## config.mk

```make
export PLATFORM = sky130hd
export DESIGN_NAME = baro_sensor_compensation_core
export DESIGN_NICKNAME = d
export VERILOG_FILES = /design/src/hw/rtl/bsc_pkg.sv /design/src/hw/rtl/bsc_divider.sv /design/src/hw/rtl/baro_sensor_compensation_core.sv
export SDC_FILE = /design/constraint.sdc
export NUM_CORES = 2
export LEC_CHECK = 0
export ABC_AREA = 1
export BUFFER_PORTS_ARGS = -buffer_cell sky130_fd_sc_hd__buf_2
export CORE_ASPECT_RATIO = 1.25
export CORE_MARGIN = 2
export CORE_UTILIZATION = 50
export CTS_BUF_LIST = sky130_fd_sc_hd__clkbuf_2
export CTS_CLUSTER_DIAMETER = 60
export DETAILED_ROUTE_END_ITERATION = 12
export HOLD_SLACK_MARGIN = 0.06
export PLACE_DENSITY_LB_ADDON = 0.08
export SLEW_MARGIN = 20
export SYNTH_ARGS = -nofsm -noshare
export SYNTH_HDL_FRONTEND = slang
export SYNTH_SLANG_ARGS = --single-unit
export TNS_END_PERCENT = 5
```

## constraint.sdc

```tcl
create_clock -name clk_i -period 11.4 [get_ports clk_i]
set_clock_uncertainty 0.1 [all_clocks]
set_input_delay 1.71 -clock clk_i [delete_from_list [all_inputs] [get_ports clk_i]]
set_output_delay 1.71 -clock clk_i [all_outputs]
set_load 0.005 [all_outputs]
```

## src/hw/rtl/bsc_pkg.sv

```systemverilog
package bsc_pkg;

  localparam int unsigned NumRegs = 8;
  localparam int unsigned RegIdxW = 3;
  localparam int unsigned CfgW    = 32;

  localparam logic [RegIdxW-1:0] RegAc1    = 3'd0;
  localparam logic [RegIdxW-1:0] RegAc2    = 3'd1;
  localparam logic [RegIdxW-1:0] RegAc3    = 3'd2;
  localparam logic [RegIdxW-1:0] RegAc4    = 3'd3;
  localparam logic [RegIdxW-1:0] RegAc5Ac6 = 3'd4;
  localparam logic [RegIdxW-1:0] RegB1B2   = 3'd5;
  localparam logic [RegIdxW-1:0] RegMcMd   = 3'd6;
  localparam logic [RegIdxW-1:0] RegOss    = 3'd7;

  localparam logic [31:0] MgCoef = 32'd3038;
  localparam logic [31:0] MhCoef = 32'hFFFFE343;
  localparam logic [31:0] MiCoef = 32'd3791;

  // sequencer steps, each one multiply, one add/shift step, a divider wait or a handshake
  typedef enum logic [4:0] {
    StIdle,
    StT0, StT1, StTDiv, StTDone,
    StP0, StP1, StP2, StP3, StP4, StP5, StP6, StP7, StP8, StP9, StPDiv,
    StPQ, StP10, StP11, StP12, StP13,
    StOut
  } state_e;

  // divider handshake
  typedef struct packed {
    logic        start;
    logic [31:0] num;
    logic [31:0] den;
  } div_req_t;

  typedef struct packed {
    logic        done;
    logic [31:0] quo;
  } div_rsp_t;

  function automatic logic [31:0] sx16(input logic [15:0] v);
    return {{16{v[15]}}, v};
  endfunction

endpackage

```

## src/hw/rtl/bsc_divider.sv

```systemverilog
module bsc_divider import bsc_pkg::*; (
  input  logic     clk_i,
  input  logic     rst_ni,
  input  div_req_t req_i,
  output div_rsp_t rsp_o
);

  // unsigned restoring divider, one quotient bit per cycle
  logic [31:0] rem_q, rem_d, quo_q, quo_d, den_q, den_d;
  logic [5:0]  cnt_q, cnt_d;
  logic        busy_q, busy_d, done_q, done_d;
  logic [32:0] trial;

  always_comb begin
    trial  = {rem_q, quo_q[31]} - {1'b0, den_q};
    rem_d  = rem_q;
    quo_d  = quo_q;
    den_d  = den_q;
    cnt_d  = cnt_q;
    busy_d = busy_q;
    done_d = 1'b0;
    if (req_i.start) begin
      rem_d  = '0;
      quo_d  = req_i.num;
      den_d  = req_i.den;
      cnt_d  = 6'd32;
      busy_d = 1'b1;
    end else if (busy_q) begin
      if (!trial[32]) begin
        rem_d = trial[31:0];
        quo_d = {quo_q[30:0], 1'b1};
      end else begin
        rem_d = {rem_q[30:0], quo_q[31]};
        quo_d = {quo_q[30:0], 1'b0};
      end
      cnt_d = cnt_q - 6'd1;
      if (cnt_q == 6'd1) begin
        busy_d = 1'b0;
        done_d = 1'b1;
      end
    end
  end

  always_ff @(posedge clk_i or negedge rst_ni) begin
    if (!rst_ni) begin
      busy_q <= 1'b0;
      done_q <= 1'b0;
      cnt_q  <= '0;
    end else begin
      busy_q <= busy_d;
      done_q <= done_d;
      cnt_q  <= cnt_d;
    end
  end

  always_ff @(posedge clk_i) begin
    rem_q <= rem_d;
    quo_q <= quo_d;
    den_q <= den_d;
  end

  assign rsp_o.done = done_q;
  assign rsp_o.quo  = quo_q;

  a_done_after_busy: assert property (@(posedge clk_i) disable iff (!rst_ni)
    done_q |-> $past(busy_q)) else $error("divider done without run");
  a_no_start_busy: assert property (@(posedge clk_i) disable iff (!rst_ni)
    busy_q && !done_q && cnt_q != 6'd0 |-> !(busy_q && cnt_q > 6'd32))
    else $error("divider count overrun");
  a_start_idle: assert property (@(posedge clk_i) disable iff (!rst_ni)
    req_i.start |-> !busy_q) else $error("divider started while running");

endmodule

```

## src/hw/rtl/baro_sensor_compensation_core.sv

```systemverilog
// barometric compensation core
// slave stream: tuser = command (0 temperature, 1 pressure), tdata = raw reading.
// master stream: tuser = {invalid, result_kind}, tdata = signed value.
// calibration registers are written over a plain write port (index 0..7);
// write only while the core is idle.
// one shared 32x32 multiplier does one product per cycle under the
// sequencer, and a serial divider handles the single division, producing
// 32 quotient bits and then a done strobe.
// a zero divisor skips the divider, and the result goes straight to the output step.
// s_axis_tready is high only in the idle step, so one beat is in work at a
// time. the result stays on the master side until taken; a stalled receiver
// holds the core in its output step and no new beat is accepted.
// reset clears the calibration registers, the stored b5 and the sequencer.
module baro_sensor_compensation_core import bsc_pkg::*; (
  input  logic               clk_i,
  input  logic               rst_ni,
  input  logic               cfg_we_i,
  input  logic [RegIdxW-1:0] cfg_idx_i,
  input  logic [CfgW-1:0]    cfg_data_i,
  input  logic               s_axis_tvalid,
  output logic               s_axis_tready,
  input  logic [23:0]        s_axis_tdata,   // raw_reading[18:0], zero fill
  input  logic               s_axis_tuser,   // command
  output logic               m_axis_tvalid,
  input  logic               m_axis_tready,
  output logic [31:0]        m_axis_tdata,   // value
  output logic [1:0]         m_axis_tuser    // {invalid, result_kind}
);

  logic [15:0] ac1_q, ac2_q, ac3_q, ac4_q;
  logic [31:0] ac56_q, b12_q, mcmd_q, b5_q, b5_d;
  logic [1:0]  oss_q;

  // configuration registers
  always_ff @(posedge clk_i or negedge rst_ni) begin
    if (!rst_ni) begin
      ac1_q <= '0; ac2_q <= '0; ac3_q <= '0; ac4_q <= '0;
      ac56_q <= '0; b12_q <= '0; mcmd_q <= '0; oss_q <= '0;
    end else if (cfg_we_i) begin
      case (cfg_idx_i)
        RegAc1:    ac1_q  <= cfg_data_i[15:0];
        RegAc2:    ac2_q  <= cfg_data_i[15:0];
        RegAc3:    ac3_q  <= cfg_data_i[15:0];
        RegAc4:    ac4_q  <= cfg_data_i[15:0];
        RegAc5Ac6: ac56_q <= cfg_data_i;
        RegB1B2:   b12_q  <= cfg_data_i;
        RegMcMd:   mcmd_q <= cfg_data_i;
        RegOss:    oss_q  <= cfg_data_i[1:0];
        default:   ;
      endcase
    end
  end

  state_e st_q, st_d;
  logic [31:0] raw_q, raw_d, a_q, a_d, b_q, b_d, c_q, c_d, d_q, d_d;
  logic [31:0] x_q, x_d, val_q, val_d;
  logic        kind_q, kind_d, inv_q, inv_d, neg_q, neg_d, big_q, big_d;
  logic [31:0] ma, mb, prod;
  div_req_t    dreq;
  div_rsp_t    drsp;

  bsc_divider u_div (.clk_i, .rst_ni, .req_i(dreq), .rsp_o(drsp));

  // shared multiplier: one 32x32 low product a cycle
  assign prod = ma * mb;

  logic [31:0] b6;
  assign b6 = b5_q - 32'd4000;

  // next state
  always_comb begin
    st_d = st_q;
    case (st_q)
      StIdle:  if (s_axis_tvalid) st_d = s_axis_tuser ? StP0 : StT0;
      StT0:    st_d = StT1;
      StT1:    st_d = (a_q + sx16(mcmd_q[15:0]) == 32'd0) ? StOut : StTDiv;
      StTDiv:  if (drsp.done) st_d = StTDone;
      StTDone: st_d = StOut;
      StP0:    st_d = StP1;
      StP1:    st_d = StP2;
      StP2:    st_d = StP3;
      StP3:    st_d = StP4;
      StP4:    st_d = StP5;
      StP5:    st_d = StP6;
      StP6:    st_d = StP7;
      StP7:    st_d = StP8;
      StP8:    st_d = StP9;
      StP9:    st_d = (c_q == 32'd0) ? StOut : StPDiv;
      StPDiv:  if (drsp.done) st_d = StPQ;
      StPQ:    st_d = StP10;
      StP10:   st_d = StP11;
      StP11:   st_d = StP12;
      StP12:   st_d = StP13;
      StP13:   st_d = StOut;
      StOut:   if (m_axis_tready) st_d = StIdle;
      default: st_d = StIdle;
    endcase
  end

  // datapath per step
  always_comb begin
    raw_d = raw_q; a_d = a_q; b_d = b_q; c_d = c_q; d_d = d_q; x_d = x_q;
    val_d = val_q; kind_d = kind_q; inv_d = inv_q; neg_d = neg_q; big_d = big_q;
    b5_d = b5_q;
    ma = 32'd0; mb = 32'd0;
    dreq = '0;
    case (st_q)
      StIdle: begin
        raw_d = {13'd0, s_axis_tdata[18:0]};
        kind_d = s_axis_tuser;
        inv_d = 1'b0;
        val_d = 32'd0;
      end
      // x1 = (ut - ac6) * ac5 >>> 15
      StT0: begin
        ma = raw_q - {16'd0, ac56_q[15:0]};
        mb = {16'd0, ac56_q[31:16]};
        a_d = $signed(prod) >>> 15;
      end
      StT1: begin
        b_d = a_q + sx16(mcmd_q[15:0]);
        c_d = sx16(mcmd_q[31:16]) << 11;
        neg_d = c_d[31] ^ b_d[31];
        if (b_d == 32'd0) inv_d = 1'b1;
        else begin
          dreq.start = 1'b1;
          dreq.num = c_d[31] ? 32'd0 - c_d : c_d;
          dreq.den = b_d[31] ? 32'd0 - b_d : b_d;
        end
      end
      StTDone: begin
        b5_d = a_q + (neg_q ? 32'd0 - drsp.quo : drsp.quo);
        x_d = b5_d + 32'd8;
        val_d = sx16(16'(($signed(x_d)) >>> 4));
      end
      // sq = b6*b6 >>> 12
      StP0: begin
        ma = b6; mb = b6;
        a_d = $signed(prod) >>> 12;
      end
      // x1 = sq*b2 >>> 11
      StP1: begin
        ma = a_q; mb = sx16(b12_q[15:0]);
        b_d = $signed(prod) >>> 11;
      end
      // x2 = ac2*b6 >>> 11, b3
      StP2: begin
        ma = sx16(ac2_q); mb = b6;
        x_d = (((sx16(ac1_q) << 2) + b_q + $unsigned($signed(prod) >>> 11)) << oss_q)
              + 32'd2;
        d_d = $signed(x_d) >>> 2;
      end
      // x1 = ac3*b6 >>> 13
      StP3: begin
        ma = sx16(ac3_q); mb = b6;
        b_d = $signed(prod) >>> 13;
      end
      // x2 = b1*sq >>> 16
      StP4: begin
        ma = sx16(b12_q[31:16]); mb = a_q;
        x_d = b_q + $unsigned($signed(prod) >>> 16) + 32'd2;
        b_d = $unsigned($signed(x_d) >>> 2) + 32'd32768;
      end
      // b4
      StP5: begin
        ma = {16'd0, ac4_q}; mb = b_q;
        c_d = prod >> 15;
      end
      // b7
      StP6: begin
        ma = raw_q - d_q; mb = 32'd50000 >> oss_q;
        b_d = prod;
      end
      StP7: begin
        big_d = b_q[31];
      end
      StP8: ;
      StP9: begin
        if (c_q == 32'd0) inv_d = 1'b1;
        else begin
          dreq.start = 1'b1;
          dreq.num = big_q ? b_q : b_q << 1;
          dreq.den = c_q;
        end
      end
      StPQ: begin
        x_d = big_q ? drsp.quo << 1 : drsp.quo;
        a_d = $signed(x_d) >>> 8;
      end
      // x1 = (p>>>8)^2
      StP10: begin
        ma = a_q; mb = a_q;
        a_d = prod;
      end
      StP11: begin
        ma = a_q; mb = MgCoef;
        a_d = $signed(prod) >>> 16;
      end
      StP12: begin
        ma = x_q; mb = MhCoef;
        b_d = $signed(prod) >>> 16;
      end
      StP13: begin
        d_d = a_q + b_q + MiCoef;
        val_d = x_q + $unsigned($signed(d_d) >>> 4);
      end
      default: ;
    endcase
  end

  always_ff @(posedge clk_i or negedge rst_ni) begin
    if (!rst_ni) begin
      st_q <= StIdle;
      b5_q <= '0;
    end else begin
      st_q <= st_d;
      b5_q <= b5_d;
    end
  end

  always_ff @(posedge clk_i) begin
    raw_q <= raw_d; a_q <= a_d; b_q <= b_d; c_q <= c_d; d_q <= d_d;
    x_q <= x_d; val_q <= val_d; kind_q <= kind_d; inv_q <= inv_d;
    neg_q <= neg_d; big_q <= big_d;
  end

  // outputs
  always_comb begin
    s_axis_tready = (st_q == StIdle);
    m_axis_tvalid = (st_q == StOut);
    m_axis_tdata  = val_q;
    m_axis_tuser  = {inv_q, kind_q};
  end

  a_inv_zero: assert property (@(posedge clk_i) disable iff (!rst_ni)
    m_axis_tvalid && inv_q |-> val_q == 32'd0) else $error("invalid with value");
  a_one_side: assert property (@(posedge clk_i) disable iff (!rst_ni)
    !(s_axis_tready && m_axis_tvalid)) else $error("both sides open");
  a_b5_temp: assert property (@(posedge clk_i) disable iff (!rst_ni)
    b5_q != $past(b5_q) |-> $past(st_q) == StTDone) else $error("b5 changed");

endmodule

```

==> results_dict.tcl <==
set metrics [dict create \
    status "finished with violations" \
    grt_max_degree 103 \
    hold_slack_ns 0.190 \
    routed_wl_um 284000 \
    max_freq_ghz 0.0819 \
    period_minus_slack_ns 12.22 \
    path_max_fanout 9 \
    setup_violations 57 \
    start_util_pct 50.5 \
    worstMarginPinSlew_ns 1.30 \
    cts.clk_slew.worst_paths_ns 0.11 \
    ant_nets 0 \
    drc 0 \
    dp_hpwl_um 230000 \
    track_usage_pct 46.2 \
    h-tree-depth 4 \
    synth_top_area_share_pct 15.0 \
    yosysWarnings 0 \
    drv_cap 0 \
    die_h_um 390 \
    ios 101 \
    wire_per_inst_um 25.5 \
    place_area_um2 70800 \
    critPathArrivalTime_ns 13.50 \
    cp-end-kind "register" \
    hold_viol_final 0 \
    fin_tns_setup_ns -27.91 \
    globalplace.congestion 1.09 \
    insertion_delay_ns 1.67 \
    worst_hold_path_type "input port to register" \
    drt_iter0_markers 7508 \
    synth_area_leaders "fa_1, edfxtp_1, nand2_1" \
    syn_nets 9075 \
    synth_edf_count 274 \
    synth.avg_cell_area_um2 7.35 \
    overflow 0 \
    setup.worst_path.start_class "register" \
    clk_path_buf_depth 3 \
    dieArea_um2 122000 \
    nets 10400 \
    die_x_um 313 \
    async_flop_share_pct 40.4 \
    violations "negative setup slack" \
    antenna_found_initial 27 \
    cpMaxStageDelayCell "fa_1" \
    criticalPathCategory "register to register" \
    viasPerCell 5.74 \
    firstDrtPassIters 8 \
    synth-seq-area-share_pct 23.6 \
    grt_pass1_vias 62100 \
    ys_types 74 \
    ys_seq_elements 513 \
    netlist_area_um2 59700 \
    postLayoutSetupSlackWorst_ns -0.817 \
    io_buffers 95 \
    core_um2 118000 \
    cts_root_buf "clkbuf_2" \
    vias 64000 \
    cpPeakStageDelay_ns 0.53 \
    synth-main-ff-cell "edfxtp_1" \
    crit_required_ns 12.68 \
    rows 141 \
    syn_inst 8114 \
    grt_pass1_wl_um 407000 \
    tritoncts "done" \
    synth_top_cell_by_area "fa_1" \
    cts_sinks 513 \
    final_area_um2 75800 \
    fin_crit_sh_pct 107 \
    max_slew_margin_pct 12.7 \
    rsz0062_at_grt "yes" \
    drive_gt1_share_pct 22.9 \
    slew_viol_final 0 \
    cts_buffers 145 \
    syn_to_final_growth_pct 27.0 \
]
==> layout by cell type, fill, tap and decap left out, types with 27 or more instances in the layout <==
cell       instances
a21oi_1          349
a21oi_2           48
buf_12            43
buf_2             94
buf_4           1225
buf_6             33
clkbuf_2         208
clkinv_1          35
dfrtp_1          205
dfxtp_1           32
diode_2           28
edfxtp_1         274
fa_1             427
ha_1             390
ha_4              59
inv_1           1436
inv_2             50
nand2_1         2008
nand2_2           72
nand3_1          317
nand3b_1          31
nand4_1           79
nor2_1           544
nor2_2            40
nor3_1            55
o2111ai_1         27
o211ai_1          96
o21ai_0          410
o21ai_1           50
o21ai_2           30
o22ai_1           39
or2_2             47
xnor2_1           88
xor2_1           212
==> final timing paths <==
path | start | end | slack [ns] | depth (start not counted)
setup reg to reg | st_q[4] | x_q[29] | -0.82 | 61
hold reg to reg | u_div.rem_q[27] | u_div.rem_q[27] | 0.39 | 2
hold / removal | s_axis_tdata[14] | raw_q[14] | 0.19 | 1
setup / recovery | st_q[4] | x_q[29] | -0.82 | 61
max in group asynchronous | rst_ni | ac56_q[4] | 8.29 | 4
min in group asynchronous | rst_ni | b12_q[11] | 0.64 | 2
==> per-stage QoR <==
step / instances / utilization (%) / setup slack, ns
finish: 11100 / 64.1 / -0.817
global route: 11100 / 64.1 / -1.29
CTS: 11100 / 63.3 / -0.623
detailed placement: 10800 / 59.9 / -1.49
global placement: 10800 / 59.9 / -1.50
floorplan: 8114 / - / 0.00145
==> registers in the layout, summed over array words and instances, names as in the netlist, 19 cells and up <==
register and cells:
a_q 32, ac56_q 32, b12_q 32, b5_q 32, b_q 32, d_q 32
m_axis_tdata 32, mcmd_q 32, u_div.den_q 32, u_div.quo_q 32, u_div.rem_q 32, x_q 32
c_q 27, raw_q 19
==> area by class of cell <==
class | count | area [um^2]
fill | 10800 | 42400
timing repair buffer | 1415 | 11100
multi-input combinational | 5857 | 41500
inverter | 1498 | 5650
antenna | 28 | 70.1
clock buffer | 208 | 1040
tap | 1573 | 1970
sequential | 513 | 14100
clock inverter | 53 | 347
==> synthesized netlist by cell type, drive strengths merged, types with 187 or more instances <==
master / n
a21oi: 405
clkbuf: 187
dfrtp: 207
edfxtp: 274
fa: 446
ha: 450
inv: 1495
nand2: 2097
nand3: 350
nor2: 603
o21ai: 494
xor2: 234
==> metal layers <==
| metal | track usage [%] | up-vias | part of all wire [%] |
|---|---|---|---|
| met5 | 0 | - | 0.026 |
| li1 | - | 28700 | - |
| met3 | 10.6 | 1170 | 9.7 |
| met1 | 53.0 | 30500 | 35 |
| met2 | 71.4 | 3612 | 44 |
| met4 | 43.0 | 10 | 12 |
==> what timing repair did <==
item	in CTS	in global routing
hold buffers	15	0
pin swaps	131	66
setup buffers	65	18
gates resized for setup	417	168
endpoints found under the hold margin	112	0
cloned	2	0
endpoints found under the setup margin	73	79
==> cells by family after synthesis <==
group                    Yosys count  share of synthesized area (%)
multiplexers                       2                         0.0336
XOR/XNOR                         330                           4.85
AO/OA/AOI/OAI                   1287                           12.6
buffers and inverters           1744                           11.1
AND/OR/NAND/NOR                 3342                           23.4
adder cells (fa/ha/maj)          896                           24.4
flip-flops                       513                           23.6
==> critical path, delay by kind of cell, from the launching register on <==
kind | cells | cell delay (ns)
compound gates | 7 | 0.94
xor+xnor | 3 | 0.50
fa+ha+maj | 11 | 4.63
buf+inv | 18 | 2.35
flops | 1 | 0.41
simple gates | 22 | 3.00
Power is not shown: default switching activity piles up to over one toggle a cycle in this logic, so the estimate is an artifact.
